### config.mk
export PLATFORM = sky130hd
export DESIGN_NAME = timer_min_heap_unit
export DESIGN_NICKNAME = d
export VERILOG_FILES = /design/src/design/tmh_pkg.sv /design/src/design/tmh_ram.sv /design/src/design/timer_min_heap_unit.sv
export VERILOG_INCLUDE_DIRS = /design/src /design/src/design
export SDC_FILE = /design/constraint.sdc
export NUM_CORES = 2
export LEC_CHECK = 0
export ABC_AREA = 1
export BUFFER_PORTS_ARGS = -buffer_cell sky130_fd_sc_hd__buf_2
export CORE_ASPECT_RATIO = 0.75
export CORE_MARGIN = 2
export CORE_UTILIZATION = 25
export CTS_BUF_LIST = sky130_fd_sc_hd__clkbuf_8
export DETAILED_ROUTE_END_ITERATION = 7
export PLACE_DENSITY = 0.5
export REMOVE_ABC_BUFFERS = 1
export SLEW_MARGIN = 20
export SYNTH_ARGS = -nofsm -noshare
export SYNTH_HDL_FRONTEND = slang
export SYNTH_HIERARCHICAL = 1
export SYNTH_SLANG_ARGS = --single-unit
### constraint.sdc
create_clock -name i_clk -period 6.2 [get_ports i_clk]
set_input_delay 1.55 -clock i_clk [delete_from_list [all_inputs] [get_ports i_clk]]
set_output_delay 1.55 -clock i_clk [all_outputs]
set_load 0.03 [all_outputs]
### src/design/timer_min_heap_unit_macros.svh
// assertion macros for the timer heap unit
`ifndef TIMER_MIN_HEAP_UNIT_MACROS_SVH
`define TIMER_MIN_HEAP_UNIT_MACROS_SVH

// property that must hold every clock outside reset
`define TMH_ASSERT_ALWAYS(label, clk, rst_n, prop, msg) \
    label: assert property (@(posedge clk) disable iff (!rst_n) (prop)) else $error(msg);

// implication checked on the next clock
`define TMH_ASSERT_NEXT(label, clk, rst_n, ante, cons, msg) \
    label: assert property (@(posedge clk) disable iff (!rst_n) (ante) |=> (cons)) \
        else $error(msg);

`endif

### src/design/tmh_pkg.sv
// types and codes shared by the timer heap unit
package tmh_pkg;

    localparam int ID_BITS  = 5;
    localparam int NUM_IDS  = 32;
    localparam int EXP_BITS = 32;

    typedef enum logic [1:0] {
        MODE_ADD    = 2'd0,
        MODE_DELETE = 2'd1,
        MODE_ADJUST = 2'd2,
        MODE_TICK   = 2'd3
    } t_mode;

    typedef enum logic [2:0] {
        ST_OK        = 3'd0,
        ST_FULL      = 3'd1,
        ST_NOT_FOUND = 3'd2,
        ST_DUPLICATE = 3'd3,
        ST_DECREASED = 3'd4
    } t_status;

    typedef struct packed {
        logic [1:0]          mode;
        logic [ID_BITS-1:0]  timer_id;
        logic [EXP_BITS-1:0] expire;
        logic [EXP_BITS-1:0] now;
    } t_in_item;

    typedef struct packed {
        logic [ID_BITS-1:0] fired_id;
        logic               fired;
        logic [2:0]         status;
        logic [5:0]         entry_count;
        logic               last;
    } t_out_item;

    typedef enum logic [4:0] {
        S_IDLE,
        S_DISPATCH,
        S_ADD_RD,
        S_ADD_CMP,
        S_ADD_PUT,
        S_ADJ_RD,
        S_ADJ_CMP,
        S_TICK_RD,
        S_TICK_CHK,
        S_TICK_EMIT,
        S_POP_RD,
        S_POP_WAIT,
        S_SD_RDL,
        S_SD_RDR,
        S_SD_CMP,
        S_SD_MOVE,
        S_SD_PUT,
        S_FIRE_RD,
        S_FIRE_EMIT,
        S_STATUS
    } t_state;

endpackage

### src/design/tmh_ram.sv
// generic single write, single read ram with registered read
module tmh_ram #(
    parameter int WIDTH = 8,
    parameter int DEPTH = 32
) (
    input  logic                     i_clk,
    input  logic                     i_we,
    input  logic [$clog2(DEPTH)-1:0] i_waddr,
    input  logic [WIDTH-1:0]         i_wdata,
    input  logic [$clog2(DEPTH)-1:0] i_raddr,
    output logic [WIDTH-1:0]         o_rdata
);
    logic [WIDTH-1:0] r_mem [DEPTH];
    logic [WIDTH-1:0] r_rdata;

    always_ff @(posedge i_clk) begin
        if (i_we) begin
            r_mem[i_waddr] <= i_wdata;
        end
        r_rdata <= r_mem[i_raddr];
    end

    assign o_rdata = r_rdata;
endmodule

### src/design/timer_min_heap_unit.sv
// top level of the timer heap unit: sequencer, heap memory and id tables
//
// A binary min-heap of up to CAPACITY timers, keyed by expiry, with a slot
// table per timer id. One transaction is taken at a time; o_in_ready is low
// while it is worked. The heap entries (id, live bit, expiry) sit in one ram
// with a single registered read port, and the one expiry comparator is shared
// by all sifts. An add sifts the new entry up from the end of the heap and an
// accepted adjust sifts its entry down; a delete clears the entry's live bit,
// and the dead entry stays until a tick pops it. A tick pops each expired entry,
// moving the last entry to the root and sifting it down. Fired ids are parked
// in a small ram during the tick and sent afterwards, so that every result
// carries the entry count after the whole step. Each fired timer is a result
// transaction of its own, and a final status transaction with last set closes
// every input. A stalled receiver holds the sequencer in the state that loads a
// result. The output register lets the sequencer run while a result waits only
// up to the next result. No clearing pass after reset.
module timer_min_heap_unit
    import tmh_pkg::*;
#(
    parameter int CAPACITY  = 32,
    parameter int TIME_BITS = 32
) (
    input  logic      i_clk,
    input  logic      i_rst_n,
    input  logic      i_in_valid,
    output logic      o_in_ready,
    input  t_in_item  i_in_data,
    output logic      o_out_valid,
    input  logic      i_out_ready,
    output t_out_item o_out_data
);
    `include "timer_min_heap_unit_macros.svh"

    localparam int SB = $clog2(CAPACITY);       // slot index bits
    localparam int CB = $clog2(CAPACITY + 1);   // count bits
    // time bits actually kept, the input fields are no wider than EXP_BITS
    localparam int TB = (TIME_BITS < EXP_BITS) ? TIME_BITS : EXP_BITS;
    localparam int EW = ID_BITS + 1 + TB;       // ram word
    localparam int FB = $clog2(NUM_IDS + 1);    // fired count bits

    // ram word layout: {id, live, expiry}
    logic           ram_we;
    logic [SB-1:0]  ram_waddr, ram_raddr;
    logic [EW-1:0]  ram_wdata, ram_rdata;
    logic [ID_BITS-1:0] rd_id;
    logic               rd_live;
    logic [TB-1:0]      rd_exp;

    tmh_ram #(.WIDTH(EW), .DEPTH(1 << SB)) u_heap (
        .i_clk  (i_clk),
        .i_we   (ram_we),
        .i_waddr(ram_waddr),
        .i_wdata(ram_wdata),
        .i_raddr(ram_raddr),
        .o_rdata(ram_rdata)
    );
    assign {rd_id, rd_live, rd_exp} = ram_rdata;

    // slot table per id
    logic          slot_we;
    logic [ID_BITS-1:0] slot_wid;
    logic [SB-1:0] slot_wdata, slot_rdata;
    logic [ID_BITS-1:0] slot_rid;
    tmh_ram #(.WIDTH(SB), .DEPTH(NUM_IDS)) u_slot (
        .i_clk  (i_clk),
        .i_we   (slot_we),
        .i_waddr(slot_wid),
        .i_wdata(slot_wdata),
        .i_raddr(slot_rid),
        .o_rdata(slot_rdata)
    );

    // fired ids of the running tick, in pop order
    logic               fire_we;
    logic [ID_BITS-1:0] fire_waddr, fire_raddr;
    logic [ID_BITS-1:0] fire_wdata, fire_rdata;
    tmh_ram #(.WIDTH(ID_BITS), .DEPTH(NUM_IDS)) u_fired (
        .i_clk  (i_clk),
        .i_we   (fire_we),
        .i_waddr(fire_waddr),
        .i_wdata(fire_wdata),
        .i_raddr(fire_raddr),
        .o_rdata(fire_rdata)
    );

    t_state r_state, n_state;
    logic [NUM_IDS-1:0] r_present, n_present, r_armed, n_armed;
    logic [CB-1:0]  r_total, n_total;
    t_in_item       r_item, n_item;
    logic [SB-1:0]  r_hole, n_hole, r_child, n_child;
    logic [ID_BITS-1:0] r_tid, n_tid;      // entry being placed
    logic               r_tlive, n_tlive;
    logic [TB-1:0]      r_texp, n_texp;
    logic [ID_BITS-1:0] r_cid, n_cid;      // best child
    logic               r_clive, n_clive;
    logic [TB-1:0]      r_cexp, n_cexp;
    logic [FB-1:0]  r_fcnt, n_fcnt, r_fidx, n_fidx;
    logic [2:0]     r_status, n_status;
    logic           r_ovalid, n_ovalid;
    t_out_item      r_odata, n_odata;

    logic [TB-1:0] in_exp, in_now;
    assign in_exp = i_in_data.expire[TB-1:0];
    assign in_now = i_in_data.now[TB-1:0];

    // shared comparator: a < b
    logic [TB-1:0] cmp_a, cmp_b;
    logic          cmp_lt;
    assign cmp_lt = cmp_a < cmp_b;

    logic [CB:0] left_w, right_w;
    logic [SB-1:0] parent_w;
    assign left_w   = (CB+1)'({r_hole, 1'b1});
    assign right_w  = left_w + (CB+1)'(1);
    assign parent_w = SB'((r_hole - SB'(1)) >> 1);

    logic out_free;
    assign out_free = !r_ovalid || i_out_ready;

    always_ff @(posedge i_clk) begin
        if (!i_rst_n) begin
            r_state   <= S_IDLE;
            r_present <= '0;
            r_armed   <= '0;
            r_total   <= '0;
            r_ovalid  <= 1'b0;
        end else begin
            r_state   <= n_state;
            r_present <= n_present;
            r_armed   <= n_armed;
            r_total   <= n_total;
            r_ovalid  <= n_ovalid;
        end
        r_item   <= n_item;
        r_hole   <= n_hole;
        r_child  <= n_child;
        r_tid    <= n_tid;
        r_tlive  <= n_tlive;
        r_texp   <= n_texp;
        r_cid    <= n_cid;
        r_clive  <= n_clive;
        r_cexp   <= n_cexp;
        r_fcnt   <= n_fcnt;
        r_fidx   <= n_fidx;
        r_status <= n_status;
        r_odata  <= n_odata;
    end

    logic [ID_BITS-1:0] id_w;
    assign id_w = r_item.timer_id;

    always_comb begin
        n_state = r_state; n_present = r_present; n_armed = r_armed;
        n_total = r_total; n_item = r_item; n_hole = r_hole; n_child = r_child;
        n_tid = r_tid; n_tlive = r_tlive; n_texp = r_texp;
        n_cid = r_cid; n_clive = r_clive; n_cexp = r_cexp;
        n_fcnt = r_fcnt; n_fidx = r_fidx;
        n_status = r_status;
        n_ovalid = r_ovalid && !i_out_ready;
        n_odata = r_odata;
        ram_we = 1'b0; ram_waddr = r_hole; ram_wdata = {r_tid, r_tlive, r_texp};
        ram_raddr = r_hole;
        slot_we = 1'b0; slot_wid = r_tid; slot_wdata = r_hole; slot_rid = id_w;
        fire_we = 1'b0; fire_waddr = ID_BITS'(r_fcnt); fire_wdata = r_tid;
        fire_raddr = ID_BITS'(r_fidx);
        cmp_a = r_texp; cmp_b = rd_exp;
        o_in_ready = 1'b0;
        unique case (r_state)
            S_IDLE: begin
                o_in_ready = 1'b1;
                slot_rid = i_in_data.timer_id;
                if (i_in_valid) begin
                    n_item = i_in_data;
                    n_item.expire = EXP_BITS'(in_exp);
                    n_item.now    = EXP_BITS'(in_now);
                    n_status = ST_OK;
                    n_fcnt = '0;
                    n_fidx = '0;
                    n_state = S_DISPATCH;
                end
            end
            S_DISPATCH: begin
                unique case (t_mode'(r_item.mode))
                    MODE_ADD: begin
                        if (r_present[id_w]) begin
                            n_status = ST_DUPLICATE; n_state = S_STATUS;
                        end else if (r_total >= CB'(CAPACITY)) begin
                            n_status = ST_FULL; n_state = S_STATUS;
                        end else begin
                            n_hole = SB'(r_total);
                            n_total = r_total + CB'(1);
                            n_tid = id_w; n_tlive = 1'b1;
                            n_texp = r_item.expire[TB-1:0];
                            n_present[id_w] = 1'b1; n_armed[id_w] = 1'b1;
                            n_state = S_ADD_RD;
                        end
                    end
                    MODE_DELETE: begin
                        if (!r_present[id_w]) begin
                            n_status = ST_NOT_FOUND;
                        end else begin
                            n_present[id_w] = 1'b0; n_armed[id_w] = 1'b0;
                            if (CB'(slot_rdata) < r_total) begin
                                // read the entry back to clear its live bit
                                n_hole = slot_rdata;
                                n_state = S_ADJ_RD;
                            end
                        end
                        if (n_state == S_DISPATCH) n_state = S_STATUS;
                    end
                    MODE_ADJUST: begin
                        if (!r_present[id_w] || CB'(slot_rdata) >= r_total) begin
                            n_status = ST_NOT_FOUND; n_state = S_STATUS;
                        end else begin
                            n_hole = slot_rdata; n_state = S_ADJ_RD;
                        end
                    end
                    default: begin
                        n_state = S_TICK_RD;
                    end
                endcase
            end
            S_ADD_RD: begin
                if (r_hole == '0) begin
                    n_state = S_ADD_PUT;
                end else begin
                    ram_raddr = parent_w; n_state = S_ADD_CMP;
                end
            end
            S_ADD_CMP: begin
                // parent at parent_w is in rd; move it down if texp < parent
                cmp_a = r_texp; cmp_b = rd_exp;
                if (cmp_lt) begin
                    ram_we = 1'b1; ram_waddr = r_hole;
                    ram_wdata = ram_rdata;
                    if (rd_live) begin
                        slot_we = 1'b1; slot_wid = rd_id; slot_wdata = r_hole;
                    end
                    n_hole = parent_w;
                    n_state = S_ADD_RD;
                end else begin
                    n_state = S_ADD_PUT;
                end
            end
            S_ADD_PUT: begin
                ram_we = 1'b1;
                if (r_tlive) slot_we = 1'b1;
                n_state = S_STATUS;
            end
            S_ADJ_RD: begin
                ram_raddr = r_hole; n_state = S_ADJ_CMP;
            end
            S_ADJ_CMP: begin
                n_tid = rd_id; n_tlive = rd_live; n_texp = rd_exp;
                if (t_mode'(r_item.mode) == MODE_DELETE) begin
                    ram_we = 1'b1;
                    ram_wdata = {rd_id, 1'b0, rd_exp};
                    n_state = S_STATUS;
                end else begin
                    cmp_a = r_item.expire[TB-1:0]; cmp_b = rd_exp;
                    if (cmp_lt) begin
                        n_status = ST_DECREASED; n_state = S_STATUS;
                    end else begin
                        n_texp = r_item.expire[TB-1:0];
                        n_state = S_SD_RDL;
                    end
                end
            end
            S_TICK_RD: begin
                ram_raddr = '0;
                if (r_total == '0) begin
                    n_state = (r_fcnt != '0) ? S_FIRE_RD : S_STATUS;
                end else begin
                    n_state = S_TICK_CHK;
                end
            end
            S_TICK_CHK: begin
                cmp_a = r_item.now[TB-1:0]; cmp_b = rd_exp;
                if (cmp_lt) begin
                    n_state = (r_fcnt != '0) ? S_FIRE_RD : S_STATUS;
                end else begin
                    n_tid = rd_id; n_tlive = rd_live;
                    n_state = S_TICK_EMIT;
                end
            end
            S_TICK_EMIT: begin
                if (r_tlive) begin
                    if (r_armed[r_tid]) begin
                        // park the fired id until the final entry count is known
                        fire_we = 1'b1;
                        n_fcnt = r_fcnt + FB'(1);
                    end
                    n_present[r_tid] = 1'b0; n_armed[r_tid] = 1'b0;
                end
                n_state = S_POP_RD;
            end
            S_POP_RD: begin
                n_total = r_total - CB'(1);
                ram_raddr = SB'(r_total - CB'(1));
                n_hole = '0;
                n_state = (r_total == CB'(1)) ? S_TICK_RD : S_POP_WAIT;
            end
            S_POP_WAIT: begin
                n_tid = rd_id; n_tlive = rd_live; n_texp = rd_exp;
                n_state = S_SD_RDL;
            end
            S_SD_RDL: begin
                if (left_w >= (CB+1)'(r_total)) begin
                    n_state = S_SD_PUT;
                end else begin
                    ram_raddr = SB'(left_w); n_child = SB'(left_w);
                    n_state = S_SD_RDR;
                end
            end
            S_SD_RDR: begin
                n_cid = rd_id; n_clive = rd_live; n_cexp = rd_exp;
                ram_raddr = SB'(right_w);
                n_state = S_SD_CMP;
            end
            S_SD_CMP: begin
                cmp_a = rd_exp; cmp_b = r_cexp;
                if (right_w < (CB+1)'(r_total) && cmp_lt) begin
                    n_cid = rd_id; n_clive = rd_live; n_cexp = rd_exp;
                    n_child = SB'(right_w);
                end
                n_state = S_SD_MOVE;
            end
            S_SD_MOVE: begin
                cmp_a = r_cexp; cmp_b = r_texp;
                if (cmp_lt) begin
                    ram_we = 1'b1; ram_waddr = r_hole;
                    ram_wdata = {r_cid, r_clive, r_cexp};
                    if (r_clive) begin
                        slot_we = 1'b1; slot_wid = r_cid; slot_wdata = r_hole;
                    end
                    n_hole = r_child;
                    n_state = S_SD_RDL;
                end else begin
                    n_state = S_SD_PUT;
                end
            end
            S_SD_PUT: begin
                ram_we = 1'b1;
                if (r_tlive) slot_we = 1'b1;
                n_state = (t_mode'(r_item.mode) == MODE_TICK) ? S_TICK_RD : S_STATUS;
            end
            S_FIRE_RD: begin
                // fired id at r_fidx arrives next cycle
                n_state = S_FIRE_EMIT;
            end
            S_FIRE_EMIT: begin
                if (out_free) begin
                    n_ovalid = 1'b1;
                    n_odata = '{fired_id: fire_rdata, fired: 1'b1, status: ST_OK,
                                entry_count: 6'(r_total), last: 1'b0};
                    n_fidx = r_fidx + FB'(1);
                    n_state = (r_fidx + FB'(1) == r_fcnt) ? S_STATUS : S_FIRE_RD;
                end
            end
            S_STATUS: begin
                if (out_free) begin
                    n_ovalid = 1'b1;
                    n_odata = '{fired_id: '0, fired: 1'b0, status: r_status,
                                entry_count: 6'(r_total), last: 1'b1};
                    n_state = S_IDLE;
                end
            end
            default: n_state = S_IDLE;
        endcase
    end

    assign o_out_valid = r_ovalid;
    assign o_out_data  = r_odata;

    // the heap never holds more than its capacity
    `TMH_ASSERT_ALWAYS(a_total_cap, i_clk, i_rst_n, r_total <= CB'(CAPACITY), "heap overfull")
    // a new transaction is only taken in the idle state
    `TMH_ASSERT_NEXT(a_accept_leaves_idle, i_clk, i_rst_n, i_in_valid && o_in_ready,
        r_state == S_DISPATCH, "accept did not start work")
    // a result marked last is never a fired result
    `TMH_ASSERT_ALWAYS(a_last_not_fired, i_clk, i_rst_n,
        !(o_out_valid && o_out_data.last && o_out_data.fired), "fired result marked last")
endmodule

==> impl_metrics.tcl <==
set metrics [dict create \
    slew_headroom 0.2271 \
    reg2reg_slack_ns 0.13 \
    finalNetCount 7702 \
    setup_viol 0 \
    yosys_warnings 6 \
    status "completed" \
    cts.sinks 1848 \
    overflow 0 \
    synth_edf_count 1724 \
    netlist.top_cell.by_area "edfxtp_1" \
    start_kind "flip-flop" \
    wirelength_mm 267.5 \
    combPwrFrac 0.398 \
    drv_cap 0 \
    drt_iter0_drc 6606 \
    avgSynthCellArea_sq_um 10.84 \
    hpwl_mm 163.0 \
    num_rows 179 \
    holdPathStages 0 \
    insertion_delay_ns 1.00 \
    via_per_inst 4.810 \
    min_to "r_clive$_DFFE_PP_" \
    cts_tree "yes" \
    place.port_buffers 92 \
    clockRootBuffer "clkbuf_8" \
    power_density_nw_per_um2 483.0 \
    dieWidth_um 656.3 \
    yosysTopAreaCellShare 0.6489 \
    synth_cell_types 58 \
    reg2reg_from "r_state[0]$_SDFFE_PN0P_" \
    path_class "flip-flop to flip-flop" \
    grt_antenna_before_repair 15 \
    synth_seq_area_share 0.6801 \
    synthFlopType "edfxtp_1" \
    leakage_nw 33.40 \
    numCtsBuffers 322 \
    final_cell_mix "2421 x nand2_1, 1724 x edfxtp_1, 1226 x nand3_1, 391 x inv_1, 351 x clkbuf_8" \
    path_clk_slew_ns 0.07 \
    core_sq_um 317400 \
    ctsHoldBuffers 0 \
    crit_arrival_ns 6.67 \
    finalWorstPathRequiredPeriod_ns 6.074 \
    grt_pass1_vias 55730 \
    synthCells 7361 \
    hold_violations 0 \
    fin_setup_tns_ns 0 \
    dieHeight_um 493.2 \
    grt_pass1_wl_mm 387.4 \
    clock_power_share 0.245 \
    rr_worst_depth 22 \
    crit_required_ns 6.80 \
    rsz0062_at_grt "true" \
    drc_errors 0 \
    design_area_sq_um 91880 \
    hold_path_class "flip-flop to flip-flop" \
    switching_power_w 0.01905 \
    slew_viol_final 0 \
    syn_to_final_growth_pct 15.17 \
    dr.pass1.iters 7 \
    fillers 32730 \
    drive_gt1_frac 0.1079 \
    cts.path.max_buffers 4 \
    grt_max_degree 167 \
    fp.dieArea_sq_um 323700 \
    ys_ff_latch 1848 \
    fmax_ghz 0.1646 \
    gp_congestion 0.9060 \
    endpoint_kind "flip-flop" \
    vias 58070 \
    worstPathMaxFanout 15 \
    dpl_worst_slack_ns 0.2160 \
    post_dp_cell_area_sq_um 85570 \
    tightest_slew_ns 1.150 \
    min_from "u_heap/o_rdata[32]$_DFF_P_" \
    rr_endpoint "u_slot/r_mem[25][2]$_DFFE_PP_" \
    finalWorstSetupSlack_ns 0.1258 \
    wire_per_inst_um 22.16 \
    start_util 0.2514 \
    synth.area.top_cells "edfxtp_1 65%, nand2_1 11%, nand3_1 7.7%, dfxtp_1 3.1%, inv_1 1.4%" \
    skew_ns 0.1115 \
    ir_drop_mv 0.5435 \
    top_level_ports 93 \
    p_int_w 0.02533 \
    ys_async_sr_fraction 0 \
    syn_area_sq_um 79780 \
    ant_nets 0 \
    switching_share 0.4292 \
    htreeDepth 5 \
    final_common_cell "nand2_1" \
    grtUsageTotal 0.1593 \
    seqPwrFrac 0.357 \
    fin_crit_sh 0.9797 \
]
## synthesized netlist by cell type (58+ instances only)
library cell,count
edfxtp_1,1724
nor2_1,247
o22ai_1,92
o21ai_0,208
nand3_1,1227
buf_2,168
ha_1,58
dfxtp_1,124
nand2_1,2423
inv_1,291
a21oi_1,153
clkbuf_1,138
a31oi_1,63
## layer usage
metal,track usage,vias to the layer above,share of wire
li1,-,26360,-
met1,0.2285,28800,0.45
met2,0.2432,2474,0.44
met3,0.02719,432,0.077
met4,0.05293,0,0.032
met5,0,-,0
## flip-flops by register name, indices dropped and copies added, names as in the netlist, 6 cells and up, named ones only
name and count:
u_heap/r_mem 1216, u_fired/r_mem 160, u_slot/r_mem 160, r_item 66, u_heap/o_rdata 38, r_cexp 32
r_texp 32, o_out_data 16, r_fcnt 6, r_fidx 6, r_total 6
## power groups by stage
stage / Combinational [W] / Clock, W / Sequential [W]
5_1_grt: 0.0194 / 0.0117 / 0.0159
2_1_floorplan: 0.00870 / 0 / 0.0159
4_1_cts: 0.0175 / 0.0112 / 0.0158
3_3_place_gp: 0.0174 / 0 / 0.0161
6_report: 0.0177 / 0.0109 / 0.0158
3_5_place_dp: 0.0175 / 0 / 0.0161
## critical path, stage by stage (launching register included)
cell and delay, ns:
dfxtp_1 0.42, inv_1 0.11, nand2_1 0.25, inv_1 0.09
nand2_2 0.37, buf_4 0.26, o21ai_0 0.08, a221oi_1 0.20
o21ai_0 0.14, ha_1 0.34, a21oi_1 0.26, nor2_1 0.07
a211oi_1 0.22, o221ai_1 0.14, a21oi_1 0.27, buf_4 0.19
a21boi_4 0.18, nand2_1 0.27, o22ai_1 0.20, inv_1 0.09
o21ai_0 0.30, nand3_1 0.68, nor2_1 0.57
## worst max-delay path by stage
stage / from / endpoint / slack, ns / cells past startpoint
finish: r_state[0]$_SDFFE_PN0P_ / u_slot/r_mem[25][2]$_DFFE_PP_ / 0.13 / 22
global route: r_state[0]$_SDFFE_PN0P_ / u_slot/r_mem[20][4]$_DFFE_PP_ / -0.24 / 22
CTS: r_state[0]$_SDFFE_PN0P_ / u_heap/r_mem[15][0]$_DFFE_PP_ / 0.14 / 21
detailed placement: r_state[0]$_SDFFE_PN0P_ / u_heap/r_mem[29][4]$_DFFE_PP_ / 0.22 / 22
global placement: r_state[0]$_SDFFE_PN0P_ / u_heap/r_mem[17][24]$_DFFE_PP_ / 0.17 / 22
floorplan: r_hole[0]$_DFFE_PP_ / u_heap/o_rdata[0]$_DFF_P_ / -39.67 / 16
## cell type report
cell class / count / area (sq um) / share of cell area
clock buffers: 351 / 4831 / 0.05258
diodes: 3 / 7.507 / 0.00008171
multi-input cells: 4775 / 22480 / 0.2446
repair buffers: 308 / 2474 / 0.02692
inverters: 314 / 1220 / 0.01328
flip-flops and latches: 1848 / 54250 / 0.5905
well taps: 4253 / 5321 / 0.05792
clock inverters: 220 / 1297 / 0.01412
## cells by family after synthesis
group / Yosys count / synth area share
muxes: 4 / 0.0006116
AOI/OAI and AO/OA: 736 / 0.05759
adders and majority gates: 58 / 0.009097
and+or+nand+nor: 3961 / 0.2077
DFF: 1848 / 0.6801
xor gates and xnor gates: 16 / 0.001757
buffers and inverters: 738 / 0.04315
## metrics by stage
step / util / power, W / std cells / hold slack [ns]
CTS: 0.2889 / 0.04455 / 12050 / 0.4699
floorplan: - / 0.02457 / 6937 / 0.4082
global placement: 0.2696 / 0.03349 / 11480 / 0.4238
detailed placement: 0.2696 / 0.03358 / 11480 / 0.4466
global route: 0.2895 / 0.04690 / 12070 / 0.4980
finish: 0.2895 / 0.04438 / 12070 / 0.4791
## repair_timing
action / in CTS / in global routing
gates resized for setup: 0 / 1
hold endpoints to repair: 0 / 0
setup endpoints to repair: 0 / 426
buffers inserted: 0 / 23
Note: power is estimated with default switching activity, not from simulation.
